### config.mk
export PLATFORM = sky130hd
export DESIGN_NAME = sg2d_cell
export DESIGN_NICKNAME = d
export VERILOG_FILES = /design/src/hw/rtl/sg2d_pkg.sv /design/src/hw/rtl/sg2d_cell.sv
export SDC_FILE = /design/constraint.sdc
export NUM_CORES = 2
export LEC_CHECK = 0
export CAP_MARGIN = 30
export CORE_MARGIN = 5
export CORE_UTILIZATION = 55
export DETAILED_ROUTE_END_ITERATION = 10
export DONT_BUFFER_PORTS = 1
export HOLD_SLACK_MARGIN = 0.08
export MAX_ROUTING_LAYER = met4
export PLACE_DENSITY = 0.72
export SYNTH_ARGS = -nofsm -noshare
export SYNTH_HDL_FRONTEND = slang
export SYNTH_SLANG_ARGS = --single-unit
### constraint.sdc
create_clock -name clk -period 15.6 [get_ports clk]
set_input_delay 4.68 -clock clk [delete_from_list [all_inputs] [get_ports clk]]
set_output_delay 4.68 -clock clk [all_outputs]
set_load 0.05 [all_outputs]
### src/hw/rtl/sg2d_pkg.sv
// Package for the squared gradient block: shared widths, register and
// operation codes, and the result tag that travels down the cell chain.
// No dependencies; the files that use it refer to it by scoped names.
package sg2d_pkg;

  localparam int ENERGY_W     = 37;
  localparam int COL_W        = 10;
  localparam int ROW_W        = 16;
  localparam int FW_W         = 11;
  localparam int FH_W         = 16;
  localparam int CC_W         = 3;
  localparam int CFG_W        = 16;
  localparam int CFG_IDX_W    = 2;
  localparam int MAX_CHANNELS = 4;

  typedef enum logic [CFG_IDX_W-1:0] {
    CFG_FRAME_WIDTH   = 2'd0,
    CFG_FRAME_HEIGHT  = 2'd1,
    CFG_CHANNEL_COUNT = 2'd2
  } cfg_reg_t;

  typedef enum logic {
    OP_PIXEL = 1'b0,
    OP_DRAIN = 1'b1
  } op_t;

  // Tag of one result: where it sits in the frame.
  typedef struct packed {
    logic [COL_W-1:0] col;
    logic [ROW_W-1:0] row;
    logic             done;
  } res_meta_t;

endpackage

### src/hw/rtl/sg2d_cell.sv
// One cell of the summing chain: squares the two derivatives of its own
// channel, adds them to the running sum and hands everything on.
// Depends on sg2d_pkg.
module sg2d_cell #(
  parameter int CHANNELS = 4,
  parameter int DIFF_W   = 18,
  parameter int INDEX    = 0
) (
  input  logic                            clk,
  input  logic                            rst,
  input  logic                            en,
  input  logic                            in_valid,
  input  logic [sg2d_pkg::ENERGY_W-1:0]   in_sum,
  input  logic signed [DIFF_W-1:0]        in_dx [CHANNELS],
  input  logic signed [DIFF_W-1:0]        in_dy [CHANNELS],
  input  sg2d_pkg::res_meta_t             in_meta,
  output logic                            out_valid,
  output logic [sg2d_pkg::ENERGY_W-1:0]   out_sum,
  output logic signed [DIFF_W-1:0]        out_dx [CHANNELS],
  output logic signed [DIFF_W-1:0]        out_dy [CHANNELS],
  output sg2d_pkg::res_meta_t             out_meta
);

  logic signed [2*DIFF_W-1:0] sqx;
  logic signed [2*DIFF_W-1:0] sqy;

  assign sqx = (2*DIFF_W)'(in_dx[INDEX]) * (2*DIFF_W)'(in_dx[INDEX]);
  assign sqy = (2*DIFF_W)'(in_dy[INDEX]) * (2*DIFF_W)'(in_dy[INDEX]);

  always_ff @(posedge clk) begin
    if (rst) begin
      out_valid <= 1'b0;
    end else if (en) begin
      out_valid <= in_valid;
    end
  end

  always_ff @(posedge clk) begin
    if (en) begin
      out_sum  <= in_sum + sg2d_pkg::ENERGY_W'($unsigned(sqx))
                         + sg2d_pkg::ENERGY_W'($unsigned(sqy));
      out_dx   <= in_dx;
      out_dy   <= in_dy;
      out_meta <= in_meta;
    end
  end

endmodule

== After elaboration in Yosys (flattened, before gate mapping) ==
Index checks and enable logic that the tools add are counted.

* $add $sub $neg: 2
* Multipliers: 2

{| class="wikitable"
|+ Operators with widths
! operator !! count
|-
| adder 37 x 36 -> 37 bit || 2
|-
| multiplier 18 x 18 -> 36 bit || 2
|}

* Register bits after elaboration: 209
* Input port bits: 212
* Output and inout bits: 209
* Word-level logic and storage cells: 17

== Longest topological paths before layout ==
* Depth after elaboration: 3
* Gate-level depth with buffers: 38
* Mapped depth without buffers: 36

== Worst setup path after synthesis ==
No wires, ideal clock.

* Path kind: input port to flip-flop
* From: input port in_dy[71] (netlist name)
* To: register out_sum[35] (netlist name), data pin
* Library setup time: 0.264 ns
* Data arrival time: 12.216 ns
* Data required time: 15.336 ns
* Path slack: 3.120 ns
* Stages on the path: 34
* Buffers on the path: 2
* Cell sequence: clkbuf_1 -> clkinv_1 -> buf_1 -> nor2_1 -> fa_1 -> inv_1 -> fa_1 -> inv_1 -> fa_1 -> fa_1 -> fa_1 -> inv_1 -> fa_1 -> inv_1 -> ha_1 -> a21o_1 -> a21o_1 -> a21o_1 -> a21oi_1 -> nand2b_1 -> a21oi_1 -> xor2_1 -> fa_1 -> inv_1 -> ha_1 -> a21oi_1 -> nor2b_1 -> o21a_1 -> nor2_1 -> o21ai_0 -> a21o_1 -> a21oi_1 -> a31oi_1 -> xor2_1

* Longest elaborated chain between the ends: 2

{| class="wikitable"
|+ Ends and longest elaborated chain
! item !! RTL line !! text
|-
| from (decl) || sg2d_cell.sv:15 || <nowiki>input logic signed [DIFF_W-1:0] in_dy [CHANNELS],</nowiki>
|-
| multiplier 18 x 18 -> 36 bit || sg2d_cell.sv:28 || <nowiki>assign sqy = (2*DIFF_W)'(in_dy[INDEX]) * (2*DIFF_W)'(in_dy[INDEX]);</nowiki>
|-
| adder 37 x 36 -> 37 bit || sg2d_cell.sv:41 || <nowiki>+ sg2d_pkg::ENERGY_W'($unsigned(sqy));</nowiki>
|-
| to (signal assigned) || sg2d_cell.sv:40 || <nowiki>out_sum <= in_sum + sg2d_pkg::ENERGY_W'($unsigned(sqx))</nowiki>
|-
| to (decl) || sg2d_cell.sv:18 || <nowiki>output logic [sg2d_pkg::ENERGY_W-1:0] out_sum,</nowiki>
|}

No other way between the ends.
A chain may end at the register's enable or synchronous reset.

== Worst setup path after layout ==
* From: input port in_dy[54] (netlist name)
* To: register out_sum[36] (netlist name), data pin

Same word-level chain as after synthesis.

==> metrics.json <==
{
  "yosys-top-cells-area": {"value": "fa_1 41%, edfxtp_1 20%, inv_1 11%"},
  "layout.nets": {"value": 3973},
  "sequential_share_of_the_synthesized_area": {"value": 0.204},
  "drt-pass1-iter-count": {"value": 5},
  "cts-resized-gates": {"value": 0},
  "worst_ep_required_time": {"value": 15.89, "unit": "ns"},
  "drt.antenna.violating_nets": {"value": 0},
  "route.detailed.vias_per_inst": {"value": 5.35},
  "tritoncts": {"value": "yes"},
  "timing.final.crit_share": {"value": 0.832},
  "finalWirelength": {"value": 73.0, "unit": "mm"},
  "worst_hold_path_type": {"value": "register to register"},
  "ys_async_sr_fraction": {"value": 0},
  "critical_path.startpoint_type": {"value": "input pin"},
  "grt_util_met2": {"value": 0.433},
  "finalHoldWorstSlack": {"value": 0.769, "unit": "ns"},
  "cts-buffers-inserted": {"value": 24},
  "die-height": {"value": 246, "unit": "um"},
  "r2r.worst_path.cells": {"value": 2},
  "die_area": {"value": 0.0606, "unit": "mm^2"},
  "fillCellCount": {"value": 4630},
  "core.rowCount": {"value": 86},
  "globalRoute.totalOverflow": {"value": 0},
  "critical-path-max-stage-delay": {"value": 0.55, "unit": "ns"},
  "via_total_after_detailed_routing": {"value": 19573},
  "globalplace.congestion": {"value": 0.924},
  "detailedPlacementHpwl": {"value": 61.1, "unit": "mm"},
  "setup-tns-final": {"value": 0, "unit": "ns"},
  "cp.arrival": {"value": 13.27, "unit": "ns"},
  "startpoint": {"value": "in_dy[54]"},
  "grtUsageMet3": {"value": 0.0660},
  "clk_latency": {"value": 0.56, "unit": "ns"},
  "timing.rr.start": {"value": "out_valid"},
  "port-buffer-count": {"value": 0},
  "timing.setup.critical_path_class": {"value": "input pin to register"},
  "core_area": {"value": 0.0552, "unit": "mm^2"},
  "path_clk_slew": {"value": 0.06, "unit": "ns"},
  "layout-drive-gt1-share": {"value": 0.0183},
  "finalHoldViolations": {"value": 0},
  "grt_antenna_before_repair": {"value": 11},
  "post_cts_buffers": {"value": 0},
  "layer_with_the_highest_usage_after_global_routing": {"value": "met2"},
  "path_common_cell": {"value": "fa_1"},
  "drtIter0Drc": {"value": 1054},
  "ys_ff_latch": {"value": 209},
  "synth-edff-count": {"value": 208},
  "cts.root.buffer_cell": {"value": "clkbuf_16"},
  "clk_skew": {"value": 0, "unit": "ns"},
  "grt_first_pass_wirelength": {"value": 115, "unit": "mm"},
  "clock_sinks": {"value": 209},
  "yosysUniqueCellTypes": {"value": 65},
  "grt_start_max_net_pins": {"value": 210},
  "drcViolationCount": {"value": 0},
  "post_drt_wl_per_cell": {"value": 19.9, "unit": "um"},
  "r2r_slack": {"value": 14.67, "unit": "ns"},
  "crit_end": {"value": "out_sum[36]"},
  "worst_slew_margin_rel": {"value": 0.530},
  "synth_area_leader_cell": {"value": "fa_1"},
  "synthesis.area": {"value": 0.0307, "unit": "mm^2"},
  "synthFlopType": {"value": "edfxtp_1"},
  "max-cap-violations": {"value": 0},
  "post-synth-top-area-fraction": {"value": 0.412},
  "dpl.cell_count": {"value": 3607},
  "critical_path.slowest_cell": {"value": "o41ai_1"},
  "starting_density": {"value": 0.556},
  "mappedNetlistNets": {"value": 4009},
  "kind_of_end_point_of_the_critical_path": {"value": "register"},
  "netlist_instances": {"value": 2921},
  "synth_top_cells_by_count": {"value": "866 x inv_1, 631 x fa_1, 245 x ha_1"},
  "run_status": {"value": "complete, no violations"},
  "io-pin-count": {"value": 421},
  "worst-path-max-fanout": {"value": 14},
  "r2r_end": {"value": "out_valid"},
  "transition_at_the_pin_with_the_smallest_max_transition_slack": {"value": 0.698, "unit": "ns"},
  "layout.core_utilization": {"value": 0.584},
  "number_of_global_route_vias_before_repair": {"value": 21689},
  "area.growth.synth_to_final": {"value": 5.07, "unit": "%"},
  "groute.layer.met1.usage": {"value": 0.292},
  "die_w": {"value": 246, "unit": "um"},
  "report.final.slew_viol_count": {"value": 0},
  "min_period": {"value": 12.99, "unit": "ns"},
  "fmaxAchievable": {"value": 77.0, "unit": "MHz"},
  "cts_max_level": {"value": 1},
  "holdBufCountCts": {"value": 0},
  "synth-warning-count": {"value": 0},
  "synthesis.area_per_instance": {"value": 10.5, "unit": "um^2"},
  "final-instance-count-excl-fill": {"value": 3660},
  "number_of_setup_violations_in_the_final_report": {"value": 0},
  "grt_setup_unrepaired": {"value": "false"},
  "clock_path_buffers": {"value": 3},
  "track_usage": {"value": 0.254},
  "yosysMostFrequentCell": {"value": "inv_1"}
}
[kinds of logic (layout without fill, tap and decap cells)]
| family | Yosys count | in the layout | synth area share |
|---|---|---|---|
| buffers and inverters | 930 | 910 | 0.114 |
| multiplexers | 5 | 5 | 0.00167 |
| AO/OA/AOI/OAI | 251 | 251 | 0.0547 |
| XOR/XNOR | 122 | 122 | 0.0348 |
| adder cells (fa/ha/maj) | 876 | 876 | 0.512 |
| flip-flops | 209 | 209 | 0.204 |
| other | 0 | 11 | 0 |
| AND/OR/NAND/NOR | 528 | 528 | 0.0788 |
[worst min-delay path by stage]
stage / startpoint / to / slack, ns / depth (start not counted)
3_3_place_gp: out_valid / out_valid / 0.76 / 2
4_1_cts: out_valid / out_valid / 0.77 / 2
6_report: out_valid / out_valid / 0.77 / 2
5_1_grt: out_valid / out_valid / 0.79 / 2
3_5_place_dp: out_valid / out_valid / 0.77 / 2
2_1_floorplan: out_valid / out_valid / 0.73 / 2
[area by class of cell]
type | instances | area (um^2) | share of cell area
Antenna cell | 11 | 27.5 | 0.000854
Multi-Input combinational cell | 1782 | 20900 | 0.649
Inverter | 868 | 3260 | 0.101
Tap cell | 748 | 936 | 0.0290
Sequential cell | 209 | 6270 | 0.194
Clock inverter | 14 | 190 | 0.00590
Clock buffer | 28 | 637 | 0.0198
[critical path, delay by kind of cell]
family	cells	cell delay (ns)
AOI/OAI and AO/OA	11	2.81
buffers and inverters	5	0.60
xor gates and xnor gates	1	0.19
adders and majority gates	9	3.74
and+or+nand+nor	6	1.22
[stage by stage]
stage | cell area, um^2 | worst slack, ns
floorplan | 30700 | 3.12
global placement | 31400 | 2.31
detailed placement | 31400 | 2.17
CTS | 32200 | 2.74
global route | 32200 | 2.11
finish | 32200 | 2.61
[cells in the final DEF (no fill, tap or decap), drive strengths merged, types with 4 or more instances in the layout]
master	count
xnor2	81
a41oi	4
edfxtp	208
and3	8
clkbuf	28
a21oi	83
nand2b	19
diode	11
clkinv	7
nand3b	4
o21ai	44
ha	245
a21o	42
mux2i	4
bufinv	4
nor2	115
nand4	12
o21a	15
inv	871
nand3	16
and2	85
nand2	233
a31oi	8
nor3	12
o21bai	9
fa	631
xor2	41
nor2b	12
a31o	5
o211ai	5
a311oi	4
[state kept, by name, summed over array words and instances (netlist names)]
name and cells:
out_sum 37, out_meta 27, out_valid 1, out_dx 72, out_dy 72
[metal layers]
layer  vias up  share of wire
met5         -              0
met4         0          0.038
met3       148          0.086
met2       685           0.52
met1     10011           0.36
li1       8729              -
Power is left out: the tool's default activity adds up to more than one toggle a clock period on the data nets, which glitch-free logic cannot reach.
